<file path="src/relay_backup_selector_core_defines.svh">
// assertion macros for the relay and backup selector
// used by relay_backup_selector_core; needs clk_i and rst_ni in scope
`ifndef RELAY_BACKUP_SELECTOR_CORE_DEFINES_SVH
`define RELAY_BACKUP_SELECTOR_CORE_DEFINES_SVH

// same-cycle implication
`define RBS_ASSERT_NOW(lbl, ante, cons, msg) \
  lbl: assert property (@(posedge clk_i) disable iff (!rst_ni) (ante) |-> (cons)) \
    else $error(msg);

// next-cycle implication
`define RBS_ASSERT_NEXT(lbl, ante, cons, msg) \
  lbl: assert property (@(posedge clk_i) disable iff (!rst_ni) (ante) |=> (cons)) \
    else $error(msg);

`endif

</file>
<file path="src/rbs_pkg.sv">
// shared types, codes and widths of the relay and backup selector
// no dependencies; imported by every rbs module and the top level
package rbs_pkg;

  localparam int unsigned AddrW    = 16;
  localparam int unsigned EnergyW  = 31;
  localparam int unsigned NodeEW   = 32;
  localparam int unsigned PosW     = 24;
  localparam int unsigned DistW    = 24;
  localparam int unsigned CfgIdxW  = 3;
  localparam int unsigned CfgDataW = 31;
  localparam int unsigned MulW     = 32;
  localparam int unsigned SqRootW  = 25;
  localparam int unsigned SqInW    = 2 * SqRootW;
  localparam int unsigned DivW     = 64;
  localparam int unsigned DenW     = 50;

  localparam logic signed [DivW-1:0] ScoreMax = {1'b0, {(DivW-1){1'b1}}};
  localparam logic [MulW-1:0] CosLimit = {1'b1, {(MulW-1){1'b0}}};

  typedef enum logic [CfgIdxW-1:0] {
    CFG_OWN_X    = 3'd0,
    CFG_OWN_Y    = 3'd1,
    CFG_OWN_BS   = 3'd2,
    CFG_CRITICAL = 3'd3,
    CFG_MARGIN   = 3'd4
  } cfg_idx_e;

  typedef enum logic {
    CMD_ADVERT = 1'b0,
    CMD_REPORT = 1'b1
  } command_e;

  typedef enum logic [2:0] {
    OC_BS      = 3'd0,
    OC_RELAY   = 3'd1,
    OC_BACKUP  = 3'd2,
    OC_REJECT  = 3'd3,
    OC_KEPT    = 3'd4,
    OC_SWAP    = 3'd5,
    OC_SEARCH  = 3'd6
  } outcome_e;

  typedef enum logic [1:0] {
    ND_CAND,
    ND_RELAY,
    ND_BACKUP
  } node_sel_e;

  typedef enum logic [2:0] {
    MS_DX,
    MS_DY,
    MS_DC,
    MS_DB,
    MS_DCB,
    MS_DCB_DB,
    MS_EC
  } mul_sel_e;

  typedef enum logic [4:0] {
    OP_NONE,
    OP_LOAD,
    OP_BS,
    OP_REJECT,
    OP_REPORT,
    OP_DELTA,
    OP_MUL,
    OP_ACC_SET,
    OP_ACC_ADD,
    OP_ACC_SUB,
    OP_SQRT_GO,
    OP_DIST,
    OP_DEN,
    OP_DIV1_GO,
    OP_C_TAKE,
    OP_DIV2_GO,
    OP_S_TAKE,
    OP_S_MAX,
    OP_SET_RELAY,
    OP_SET_BACKUP,
    OP_EMIT
  } dp_op_e;

  typedef struct packed {
    logic                   command;
    logic                   from_base_station;
    logic [AddrW-1:0]       candidate_addr;
    logic [EnergyW-1:0]     candidate_energy;
    logic signed [PosW-1:0] candidate_x;
    logic signed [PosW-1:0] candidate_y;
    logic [DistW-1:0]       candidate_bs_distance;
    logic [EnergyW-1:0]     consumed_energy;
  } rbs_in_t;

  typedef struct packed {
    logic [AddrW-1:0] next_hop;
    logic [AddrW-1:0] relay_address;
    logic [AddrW-1:0] backup_address;
    logic [2:0]       outcome;
    logic             request_search;
  } rbs_out_t;

  typedef struct packed {
    logic [AddrW-1:0]         addr;
    logic signed [NodeEW-1:0] energy;
    logic [DistW-1:0]         bs_dist;
    logic [DistW-1:0]         hop_dist;
  } rbs_node_t;

  typedef struct packed {
    dp_op_e    op;
    mul_sel_e  msel;
    node_sel_e node;
  } rbs_cmd_t;

  typedef struct packed {
    logic is_report;
    logic from_bs;
    logic bs_known;
    logic relay_empty;
    logic backup_empty;
    logic zero_div;
    logic cand_wins;
    logic sqrt_done;
    logic div_done;
  } rbs_sts_t;

endpackage

</file>
<file path="src/rbs_ctrl.sv">
// controller: sequences one item at a time through the datapath
// depends on rbs_pkg; drives rbs_dp through rbs_cmd_t, reads rbs_sts_t
module rbs_ctrl import rbs_pkg::*; (
  input  logic     clk_i,
  input  logic     rst_ni,
  input  logic     in_valid_i,
  output logic     in_stall_o,
  output logic     out_valid_o,
  input  logic     out_stall_i,
  input  rbs_sts_t sts_i,
  output rbs_cmd_t cmd_o
);

  typedef enum logic [5:0] {
    ST_IDLE, ST_DISPATCH, ST_REPORT, ST_BS, ST_REJECT, ST_DELTA,
    ST_MX, ST_AX, ST_MY, ST_AY, ST_SQ_GO, ST_SQ_WAIT, ST_SQ_TAKE,
    ST_SC_START, ST_SC_MAX, ST_M1, ST_A1, ST_M2, ST_A2, ST_M3, ST_A3,
    ST_M4, ST_DEN, ST_D1_GO, ST_D1_WAIT, ST_C_TAKE, ST_M5, ST_D2_GO,
    ST_D2_WAIT, ST_S_TAKE, ST_SC_RET, ST_SET_R, ST_SET_B, ST_FINISH
  } state_e;

  state_e    state_q;
  node_sel_e node_q;
  logic      out_valid_q;
  logic      out_free;

  assign out_free = !out_valid_q || !out_stall_i;

  always_ff @(posedge clk_i or negedge rst_ni) begin
    if (!rst_ni) begin
      state_q     <= ST_IDLE;
      node_q      <= ND_CAND;
      out_valid_q <= 1'b0;
    end else begin
      // finish state loads or holds the output register itself
      if (out_valid_q && !out_stall_i && state_q != ST_FINISH) out_valid_q <= 1'b0;
      unique case (state_q)
        ST_IDLE:     if (in_valid_i) state_q <= ST_DISPATCH;
        ST_DISPATCH: begin
          priority if (sts_i.is_report) state_q <= ST_REPORT;
          else if (sts_i.from_bs)       state_q <= ST_BS;
          else if (sts_i.bs_known)      state_q <= ST_REJECT;
          else                          state_q <= ST_DELTA;
        end
        ST_REPORT:  state_q <= ST_FINISH;
        ST_BS:      state_q <= ST_FINISH;
        ST_REJECT:  state_q <= ST_FINISH;
        ST_DELTA:   state_q <= ST_MX;
        ST_MX:      state_q <= ST_AX;
        ST_AX:      state_q <= ST_MY;
        ST_MY:      state_q <= ST_AY;
        ST_AY:      state_q <= ST_SQ_GO;
        ST_SQ_GO:   state_q <= ST_SQ_WAIT;
        ST_SQ_WAIT: if (sts_i.sqrt_done) state_q <= ST_SQ_TAKE;
        ST_SQ_TAKE: begin
          node_q  <= ND_CAND;
          state_q <= ST_SC_START;
        end
        ST_SC_START: begin
          // first candidate needs no score
          priority if (node_q == ND_CAND && sts_i.relay_empty) state_q <= ST_SET_R;
          else if (sts_i.zero_div) state_q <= ST_SC_MAX;
          else                     state_q <= ST_M1;
        end
        ST_SC_MAX:  state_q <= ST_SC_RET;
        ST_M1:      state_q <= ST_A1;
        ST_A1:      state_q <= ST_M2;
        ST_M2:      state_q <= ST_A2;
        ST_A2:      state_q <= ST_M3;
        ST_M3:      state_q <= ST_A3;
        ST_A3:      state_q <= ST_M4;
        ST_M4:      state_q <= ST_DEN;
        ST_DEN:     state_q <= ST_D1_GO;
        ST_D1_GO:   state_q <= ST_D1_WAIT;
        ST_D1_WAIT: if (sts_i.div_done) state_q <= ST_C_TAKE;
        ST_C_TAKE:  state_q <= ST_M5;
        ST_M5:      state_q <= ST_D2_GO;
        ST_D2_GO:   state_q <= ST_D2_WAIT;
        ST_D2_WAIT: if (sts_i.div_done) state_q <= ST_S_TAKE;
        ST_S_TAKE:  state_q <= ST_SC_RET;
        ST_SC_RET: begin
          unique case (node_q)
            ND_CAND: begin
              node_q  <= ND_RELAY;
              state_q <= ST_SC_START;
            end
            ND_RELAY: begin
              priority if (sts_i.cand_wins) state_q <= ST_SET_R;
              else if (sts_i.backup_empty)  state_q <= ST_SET_B;
              else begin
                node_q  <= ND_BACKUP;
                state_q <= ST_SC_START;
              end
            end
            default: state_q <= sts_i.cand_wins ? ST_SET_B : ST_REJECT;
          endcase
        end
        ST_SET_R:  state_q <= ST_FINISH;
        ST_SET_B:  state_q <= ST_FINISH;
        ST_FINISH: begin
          if (out_free) begin
            out_valid_q <= 1'b1;
            state_q     <= ST_IDLE;
          end
        end
        default: state_q <= ST_IDLE;
      endcase
    end
  end

  always_comb begin
    cmd_o.op   = OP_NONE;
    cmd_o.msel = MS_DX;
    cmd_o.node = node_q;
    unique case (state_q)
      ST_IDLE:    if (in_valid_i) cmd_o.op = OP_LOAD;
      ST_REPORT:  cmd_o.op = OP_REPORT;
      ST_BS:      cmd_o.op = OP_BS;
      ST_REJECT:  cmd_o.op = OP_REJECT;
      ST_DELTA:   cmd_o.op = OP_DELTA;
      ST_MX:      cmd_o.op = OP_MUL;
      ST_AX:      cmd_o.op = OP_ACC_SET;
      ST_MY:      begin cmd_o.op = OP_MUL; cmd_o.msel = MS_DY; end
      ST_AY:      cmd_o.op = OP_ACC_ADD;
      ST_SQ_GO:   cmd_o.op = OP_SQRT_GO;
      ST_SQ_TAKE: cmd_o.op = OP_DIST;
      ST_SC_MAX:  cmd_o.op = OP_S_MAX;
      ST_M1:      begin cmd_o.op = OP_MUL; cmd_o.msel = MS_DC; end
      ST_A1:      cmd_o.op = OP_ACC_SET;
      ST_M2:      begin cmd_o.op = OP_MUL; cmd_o.msel = MS_DB; end
      ST_A2:      cmd_o.op = OP_ACC_ADD;
      ST_M3:      begin cmd_o.op = OP_MUL; cmd_o.msel = MS_DCB; end
      ST_A3:      cmd_o.op = OP_ACC_SUB;
      ST_M4:      begin cmd_o.op = OP_MUL; cmd_o.msel = MS_DCB_DB; end
      ST_DEN:     cmd_o.op = OP_DEN;
      ST_D1_GO:   cmd_o.op = OP_DIV1_GO;
      ST_C_TAKE:  cmd_o.op = OP_C_TAKE;
      ST_M5:      begin cmd_o.op = OP_MUL; cmd_o.msel = MS_EC; end
      ST_D2_GO:   cmd_o.op = OP_DIV2_GO;
      ST_S_TAKE:  cmd_o.op = OP_S_TAKE;
      ST_SET_R:   cmd_o.op = OP_SET_RELAY;
      ST_SET_B:   cmd_o.op = OP_SET_BACKUP;
      ST_FINISH:  if (out_free) cmd_o.op = OP_EMIT;
      default:    cmd_o.op = OP_NONE;
    endcase
  end

  assign in_stall_o  = state_q != ST_IDLE;
  assign out_valid_o = out_valid_q;

endmodule

</file>
<file path="config.mk">
export PLATFORM = sky130hd
export DESIGN_NAME = rbs_ctrl
export DESIGN_NICKNAME = d
export VERILOG_FILES = /design/src/relay_backup_selector_core_defines.svh /design/src/rbs_pkg.sv /design/src/rbs_ctrl.sv
export SDC_FILE = /design/constraint.sdc
export NUM_CORES = 1
export LEC_CHECK = 0
export ABC_CLOCK_PERIOD_IN_PS = 3000
export BUFFER_PORTS_ARGS = -buffer_cell sky130_fd_sc_hd__clkbuf_2
export CAP_MARGIN = 20
export CORE_MARGIN = 2
export CORE_UTILIZATION = 55
export CTS_BUF_LIST = sky130_fd_sc_hd__clkbuf_16
export DETAILED_ROUTE_END_ITERATION = 12
export PLACE_DENSITY = 0.8
export SLEW_MARGIN = 30
export SYNTH_ARGS = -nofsm -noshare
export SYNTH_HDL_FRONTEND = slang
export SYNTH_SLANG_ARGS = --single-unit
</file>
<file path="constraint.sdc">
create_clock -name clk_i -period 3 [get_ports clk_i]
set_input_delay 0.15 -clock clk_i [delete_from_list [all_inputs] [get_ports clk_i]]
set_output_delay 0.15 -clock clk_i [all_outputs]
set_load 0.02 [all_outputs]
</file>
==> results of run 1 <==
-- state kept, by name, summed over array words and instances (netlist names) --
signal,cells
node_q,2
out_valid_o,1
state_q,6
-- metrics by stage --
stage | power, mW | utilization, % | std cells | setup slack, ns
2_1_floorplan | 1.05 | - | 168 | 1.19
3_5_place_dp | 1.19 | 59.5 | 207 | 0.780
4_1_cts | 1.43 | 63.5 | 212 | 0.565
6_report | 1.44 | 63.6 | 212 | 0.540
3_3_place_gp | 1.16 | 59.5 | 207 | 0.888
5_1_grt | 1.54 | 63.6 | 212 | 0.390
-- synthesized netlist by cell type (all sizes together), types with 2 or more instances --
cell,instances,area (um^2)
o211ai,4,35.0
a21boi,2,15.0
nor3,6,30.0
o21ai,11,55.1
or4,2,15.0
and3,2,12.5
a221oi,2,17.5
mux2i,2,20.0
o22ai,3,18.8
or3,2,12.5
nor2,16,60.1
a22oi,4,30.0
a21oi,10,53.8
clkbuf,2,11.3
nor4,4,37.5
a211o,2,17.5
xor2,4,35.0
nor3b,2,15.0
nand2b,6,40.0
a32oi,2,17.5
nand2,18,72.6
o2bb2ai,2,17.5
nand3,8,45.0
dfrtp,9,225
o32a,2,20.0
buf,13,128
a21bo,2,26.3
inv,5,18.8
nor2b,9,58.8
-- power groups by stage --
stage / clock network [mW] / logic [mW] / registers [mW]
final: 0.236 / 0.845 / 0.356
after floorplan: 0 / 0.811 / 0.237
after global routing: 0.244 / 0.929 / 0.370
after global placement: 0 / 0.820 / 0.340
after CTS: 0.237 / 0.845 / 0.348
after detailed placement: 0 / 0.839 / 0.351
-- metal layers --
| metal | vias to the layer above | GRT usage [%] | share of wire, % |
|---|---|---|---|
| li1 | 657 | - | - |
| met1 | 628 | 36.5 | 41 |
| met2 | 64 | 44.8 | 51 |
| met3 | 4 | 3.43 | 7.2 |
| met4 | 0 | 8.12 | 1.0 |
| met5 | - | 0 | 0 |
-- layout make-up --
class / instances / area, um^2 / area share (%)
timing repair buffer: 27 / 145 / 10.3
clock inverter: 1 / 3.75 / 0.267
inverter: 5 / 18.8 / 1.33
clock buffer: 3 / 75.1 / 5.34
multi-input combinational: 139 / 902 / 64.1
tap: 28 / 35.0 / 2.49
sequential: 9 / 226 / 16.1
-- kinds of logic (layout without fill, tap and decap cells) --
group	count (synthesis)	after routing	share of synthesized area, %
simple gates	80	80	35.8
compound gates	53	53	30.1
mux	2	2	1.56
buf+inv	20	36	12.3
xor+xnor	4	4	2.73
flops	9	9	17.5
-- worst max-delay path, cell delays in order, from the launching register on --
cell,delay [ns]
sky130_fd_sc_hd__dfrtp_1,0.94
sky130_fd_sc_hd__nor2_1,0.21
sky130_fd_sc_hd__o21ai_1,0.18
sky130_fd_sc_hd__o21ai_1,0.09
sky130_fd_sc_hd__a221oi_1,0.36
sky130_fd_sc_hd__o21ai_1,0.12
sky130_fd_sc_hd__clkbuf_2,0.17
-- repair_timing --
action | CTS | global route
gates resized for setup | 0 | 0
hold buffers | 1 | 0
hold endpoints to repair | 9 | 0
-- worst paths after layout --
kind,to,cells past startpoint
min reg2reg,out_valid_o,2
min in group asynchronous,node_q[0],2
min,out_valid_o,3
max,cmd_o[7],6
max in group asynchronous,state_q[3],2
max reg2reg,state_q[0],5
==> impl_metrics.tcl, run 1 <==
set metrics [dict create \
    layout_common_cells "sky130_fd_sc_hd__clkbuf_2 (24), sky130_fd_sc_hd__nor2_1 (16), sky130_fd_sc_hd__nand2_1 (16), sky130_fd_sc_hd__a21oi_1 (9)" \
    total_switching_power_mw 0.740 \
    routed_wire_length_per_instance_um 15.9 \
    cellInternalPower_mw 0.698 \
    core-area_um2 2210 \
    min-delay-path-class "in2reg" \
    worst_ir_drop_vdd_v 0.000552 \
    hold_wc_startpoint "out_stall_i" \
    mostFrequentLayoutCell "sky130_fd_sc_hd__clkbuf_2" \
    timing.fmax_mhz 407 \
    dp_hpwl_mm 2.41 \
    maximum_number_of_pins_on_one_net_before_global_route_repair 33 \
    first_pass_grt_wire_length_mm 5.63 \
    first_global_vias 1215 \
    syn-mean-instance-area_um2 7.65 \
    layout-drive-gt1-share_pct 23.9 \
    yosys_warnings 0 \
    antenna-diode-count 0 \
    flow.area_growth_from_synthesis_pct 9.45 \
    power.sequential.fraction_pct 24.8 \
    routed-via-count 1353 \
    endpoint_arrival_time_on_the_critical_path_ns 2.31 \
    syn_area_um2 1280 \
    drt_initial_violations 51 \
    total_die_area_um2 2740 \
    io_pins 25 \
    synth_enable_flop_cells 0 \
    status "finished clean" \
    number_of_buffers_created_by_cts 3 \
    grt_remaining_overflow 0 \
    worst_slew_margin_rel_pct 38.4 \
    tritoncts_num_sinks 9 \
    max_slew.worst_pin.slew_ns 0.924 \
    floorplan.initialDensity_pct 58.1 \
    grt_setup_unrepaired "no" \
    synth_cell_types 56 \
    finalSetupTns_ns 0 \
    finalWorstPathRequiredPeriod_ns 2.46 \
    worst_clock_skew_ns 0.00243 \
    timing.critical_path.from "state_q[1]" \
    p_leak_nw 0.609 \
    r2r_setup_slack_ns 0.85 \
    finalInstanceArea_um2 1410 \
    r2r_start "state_q[1]" \
    async_flop_share_pct 100 \
    htree_levels 1 \
    holdWs_ns 0.175 \
    number_of_optimization_iterations_in_the_first_detailed_route_pass 4 \
    netSwitchingFraction_pct 51.4 \
    worstSetupEndpointType "output pin" \
    synth.net_count 181 \
    clk_root_buffer_cell "sky130_fd_sc_hd__clkbuf_16" \
    detail_route.drc_violations 0 \
    ys.flop_type "sky130_fd_sc_hd__dfrtp_1" \
    postRouteAntennaNets 0 \
    placementRows 17 \
    final_net_count 198 \
    total_count_of_hold_check_failures_in_the_final_report 0 \
    numPortBuffers 24 \
    gr-usage-all-layers_pct 27.1 \
    place.gp.congestion 0.902 \
    clock_share_of_power_pct 16.4 \
    min_period_over_period_pct 82.0 \
    critical_path_required_ns 2.85 \
    max_cap_violations 0 \
    start_kind "flip-flop" \
    worst-setup-path-type "reg2out" \
    cts_tree "yes" \
    postPlaceCellArea_um2 1320 \
    critical_path_peak_fanout 29 \
    final_setup_vio_count 0 \
    die_height_um 52.3 \
    gate_count_post_synth 168 \
    post-cts-setup-buffers 0 \
    finalMaxSlewViolations 0 \
    nFillCells 206 \
    postSynthRegisterBits 9 \
    number_of_antenna_violations_at_the_first_check_in_global_routing 0 \
    cts-root-to-sink-buffers 2 \
    pwr-share-comb_pct 58.8 \
    cellPowerDensity_nw_per_um2 1020 \
    route.detailed.vias_per_inst 6.38 \
    wire_length_reported_by_the_detailed_router_mm 3.36 \
    yosysSeqAreaShare_pct 17.5 \
    die_width_um 52.3 \
    clk-insertion-delay-late_ns 0.24 \
    clk_pin_slew_ns 0.04 \
]
Note: power is estimated with default switching activity, not from simulation.
==> run 2, diff against run 1 <==
--- a/config.mk
+++ b/config.mk
@@ -5,14 +5,15 @@
 export SDC_FILE = /design/constraint.sdc
 export NUM_CORES = 1
 export LEC_CHECK = 0
-export ABC_CLOCK_PERIOD_IN_PS = 3000
+export ABC_AREA = 1
+export ABC_CLOCK_PERIOD_IN_PS = 2200
 export BUFFER_PORTS_ARGS = -buffer_cell sky130_fd_sc_hd__clkbuf_2
 export CAP_MARGIN = 20
 export CORE_MARGIN = 2
-export CORE_UTILIZATION = 55
+export CORE_UTILIZATION = 49
 export CTS_BUF_LIST = sky130_fd_sc_hd__clkbuf_16
 export DETAILED_ROUTE_END_ITERATION = 12
-export PLACE_DENSITY = 0.8
+export PLACE_DENSITY = 0.76
 export SLEW_MARGIN = 30
 export SYNTH_ARGS = -nofsm -noshare
 export SYNTH_HDL_FRONTEND = slang
==> constraint.sdc (replaced) <==
create_clock -name clk_i -period 2.2 [get_ports clk_i]
set_input_delay 0.11 -clock clk_i [delete_from_list [all_inputs] [get_ports clk_i]]
set_output_delay 0.11 -clock clk_i [all_outputs]
set_load 0.02 [all_outputs]
==> impl_metrics.tcl, run 2 <==
set metrics [dict create \
    status "finished clean" \
    timing.fmax_mhz 490 \
    largest_register_ff_count 6 \
    worst_clock_skew_ns 0.00159 \
    synth_cell_types 30 \
    crit_path_cell_trace "nor2_2 -> nand3_1 -> nand2_1 -> nor2_1 -> nand3b_1 -> clkbuf_2" \
    critical_path_peak_fanout 12 \
    first_global_vias 1321 \
    synthTopCellsByCount "sky130_fd_sc_hd__nand2_1 (54), sky130_fd_sc_hd__nand3_1 (31), sky130_fd_sc_hd__nor2_1 (30)" \
    first_pass_grt_wire_length_mm 5.91 \
    cts-root-to-sink-buffers 2 \
    total_die_area_um2 2850 \
    timing.critical_path.max_delay_family "simple AND/OR/NAND/NOR gates" \
    post-route-util_pct 63.0 \
    finalMaxSlewViolations 0 \
    min_period_over_period_pct 92.8 \
    cts_tree "yes" \
    numPortBuffers 24 \
    post-cts-setup-buffers 0 \
    clk_pin_slew_ns 0.04 \
    cellPowerDensity_nw_per_um2 1180 \
    htree_levels 1 \
    core-area_um2 2250 \
    routed_wire_length_per_instance_um 14.2 \
    number_of_antenna_violations_at_the_first_check_in_global_routing 0 \
    min-delay-path-class "in2reg" \
    drt_initial_violations 91 \
    worst_ir_drop_vdd_v 0.000820 \
    detail_route.drc_violations 0 \
    total_switching_power_mw 0.899 \
    yosysTopAreaCell "sky130_fd_sc_hd__dfrtp_1" \
    synth.net_count 214 \
    final_setup_vio_count 0 \
    synthTopCellsByArea "sky130_fd_sc_hd__dfrtp_1 (19%), sky130_fd_sc_hd__nand2_1 (17%), sky130_fd_sc_hd__nand3_1 (13%)" \
    worst-setup-path-type "reg2out" \
    antenna-diode-count 0 \
    postPlaceCellArea_um2 1330 \
    gr-usage-all-layers_pct 28.5 \
    number_of_buffers_created_by_cts 3 \
    final_net_count 242 \
    die_height_um 53.4 \
    max_slew.worst_pin.slew_ns 0.589 \
    die_width_um 53.4 \
    endpoint_arrival_time_on_the_critical_path_ns 1.93 \
    ys.flop_type "sky130_fd_sc_hd__dfrtp_1" \
    finalWorstPathRequiredPeriod_ns 2.04 \
    place.gp.congestion 1.02 \
    nFillCells 227 \
    wire_length_reported_by_the_detailed_router_mm 3.65 \
    syn_area_um2 1190 \
    netSwitchingFraction_pct 53.5 \
    clk-insertion-delay-late_ns 0.23 \
    finalInstanceArea_um2 1420 \
    clk_root_buffer_cell "sky130_fd_sc_hd__clkbuf_16" \
    grt_setup_unrepaired "no" \
    post-synth-top-count-cell "sky130_fd_sc_hd__nand2_1" \
    max_cap_violations 0 \
    regMostFlops "state_q" \
    dp_hpwl_mm 2.87 \
    grt_remaining_overflow 0 \
    flow.area_growth_from_synthesis_pct 18.8 \
    power.sequential.fraction_pct 19.8 \
    worstSetupEndpointType "output pin" \
    yosys_warnings 0 \
    placementRows 17 \
    worstPathBufferInverterCount 1 \
    yosysSeqAreaShare_pct 18.8 \
    mostFrequentLayoutCell "sky130_fd_sc_hd__nand2_1" \
    postRouteAntennaNets 0 \
    critical_path_required_ns 2.09 \
    routed-via-count 1456 \
    cts.repair.resized 0 \
    gate_count_post_synth 201 \
    cellInternalPower_mw 0.781 \
    p_leak_nw 0.876 \
    postSynthRegisterBits 9 \
    tritoncts_num_sinks 9 \
    floorplan.initialDensity_pct 53.0 \
    cts_hold_buffers 1 \
    start_kind "flip-flop" \
    number_of_optimization_iterations_in_the_first_detailed_route_pass 5 \
    synth_top_area_share_pct 18.8 \
    multi_input_area_um2 847 \
    syn-mean-instance-area_um2 5.94 \
    finalSetupTns_ns 0 \
    sequential_cell_area_um2 225 \
    layout-drive-gt1-share_pct 24.6 \
    pwr-share-comb_pct 61.3 \
    critical_path.slowest_cell "sky130_fd_sc_hd__nor2_2" \
    layout_common_cells "sky130_fd_sc_hd__nand2_1 (54), sky130_fd_sc_hd__nand3_1 (31), sky130_fd_sc_hd__nor2_1 (30), sky130_fd_sc_hd__clkbuf_2 (24), sky130_fd_sc_hd__inv_1 (22)" \
    route.detailed.vias_per_inst 5.69 \
    async_flop_share_pct 100 \
    worst_slew_margin_rel_pct 60.7 \
    maximum_number_of_pins_on_one_net_before_global_route_repair 17 \
    slowest_delay_ns 0.51 \
    clock_share_of_power_pct 18.8 \
    synth_enable_flop_cells 0 \
    io_pins 25 \
    total_count_of_hold_check_failures_in_the_final_report 0 \
]
## run 2: cell count changes in the layout (fill, tap and decap cells not counted), sizes merged, moves of 6 or more
| cell | change |
|---|---|
| nor2 | +23 |
| a21oi | -8 |
| nand2b | -6 |
| nor2b | -9 |
| inv | +22 |
| nand4 | +7 |
| nand2 | +38 |
| nand3 | +30 |
## run 2: metal layers
| layer | GRT usage [%] | wire (um) | vias up |
|---|---|---|---|
| met1 | 37.5 | 1510 | 642 |
| met3 | 4.80 | 353 | 11 |
| met4 | 8.97 | 80 | 0 |
| li1 | - | - | 711 |
| met2 | 46.9 | 1700 | 92 |
| met5 | 0 | 0 | - |
## run 2: worst min-delay path, delay by kind of cell
family	cells	cell delay, ns
buffers and inverters	1	0.09
AND/OR/NAND/NOR	2	0.13
## run 2: cell type report
cell class                      instances  area share, %
Tap cell                               28           2.47
Sequential cell                         9           15.9
Clock inverter                          1          0.264
Timing Repair Buffer                   25           9.16
Inverter                               27           7.31
Multi-Input combinational cell        163           59.6
Clock buffer                            3           5.29
## run 2: worst paths after layout
check	from	end	slack (ns)	depth (start not counted)
worst max-delay path	state_q[5]	cmd_o[7]	0.16	6
max in group asynchronous	rst_ni	state_q[1]	1.73	2
min in group asynchronous	rst_ni	node_q[0]	0.27	2
worst min register to register	out_valid_o	out_valid_o	0.55	2
worst min-delay path	sts_i[0]	state_q[2]	0.14	3
worst max register to register	state_q[5]	state_q[2]	0.34	6
## run 2: cells by family (layout without fill, tap and decap cells)
group / after synthesis / after routing / share of synthesized area (%)
flip-flops: 9 / 9 / 18.8
AND/OR/NAND/NOR: 151 / 151 / 64.1
buffers and inverters: 29 / 56 / 10.3
AO/OA/AOI/OAI: 12 / 12 / 6.81
## run 2: power groups by stage
stage               registers, mW  clock network, mW  logic (mW)
CTS                         0.331              0.315        1.02
global placement            0.324                  0        1.01
detailed placement          0.331                  0        1.01
global route                0.341              0.328        1.14
finish                      0.333              0.316        1.03
floorplan                   0.352                  0       0.713
## run 2: stage by stage
step,hold slack [ns],cells,total power [mW],setup slack [ns]
finish,0.137,256,1.68,0.158
global route,0.171,256,1.81,0.0291
CTS,0.139,256,1.67,0.224
detailed placement,-0.0200,251,1.34,0.457
global placement,-0.0252,251,1.33,0.383
floorplan,-0.186,201,1.06,0.691
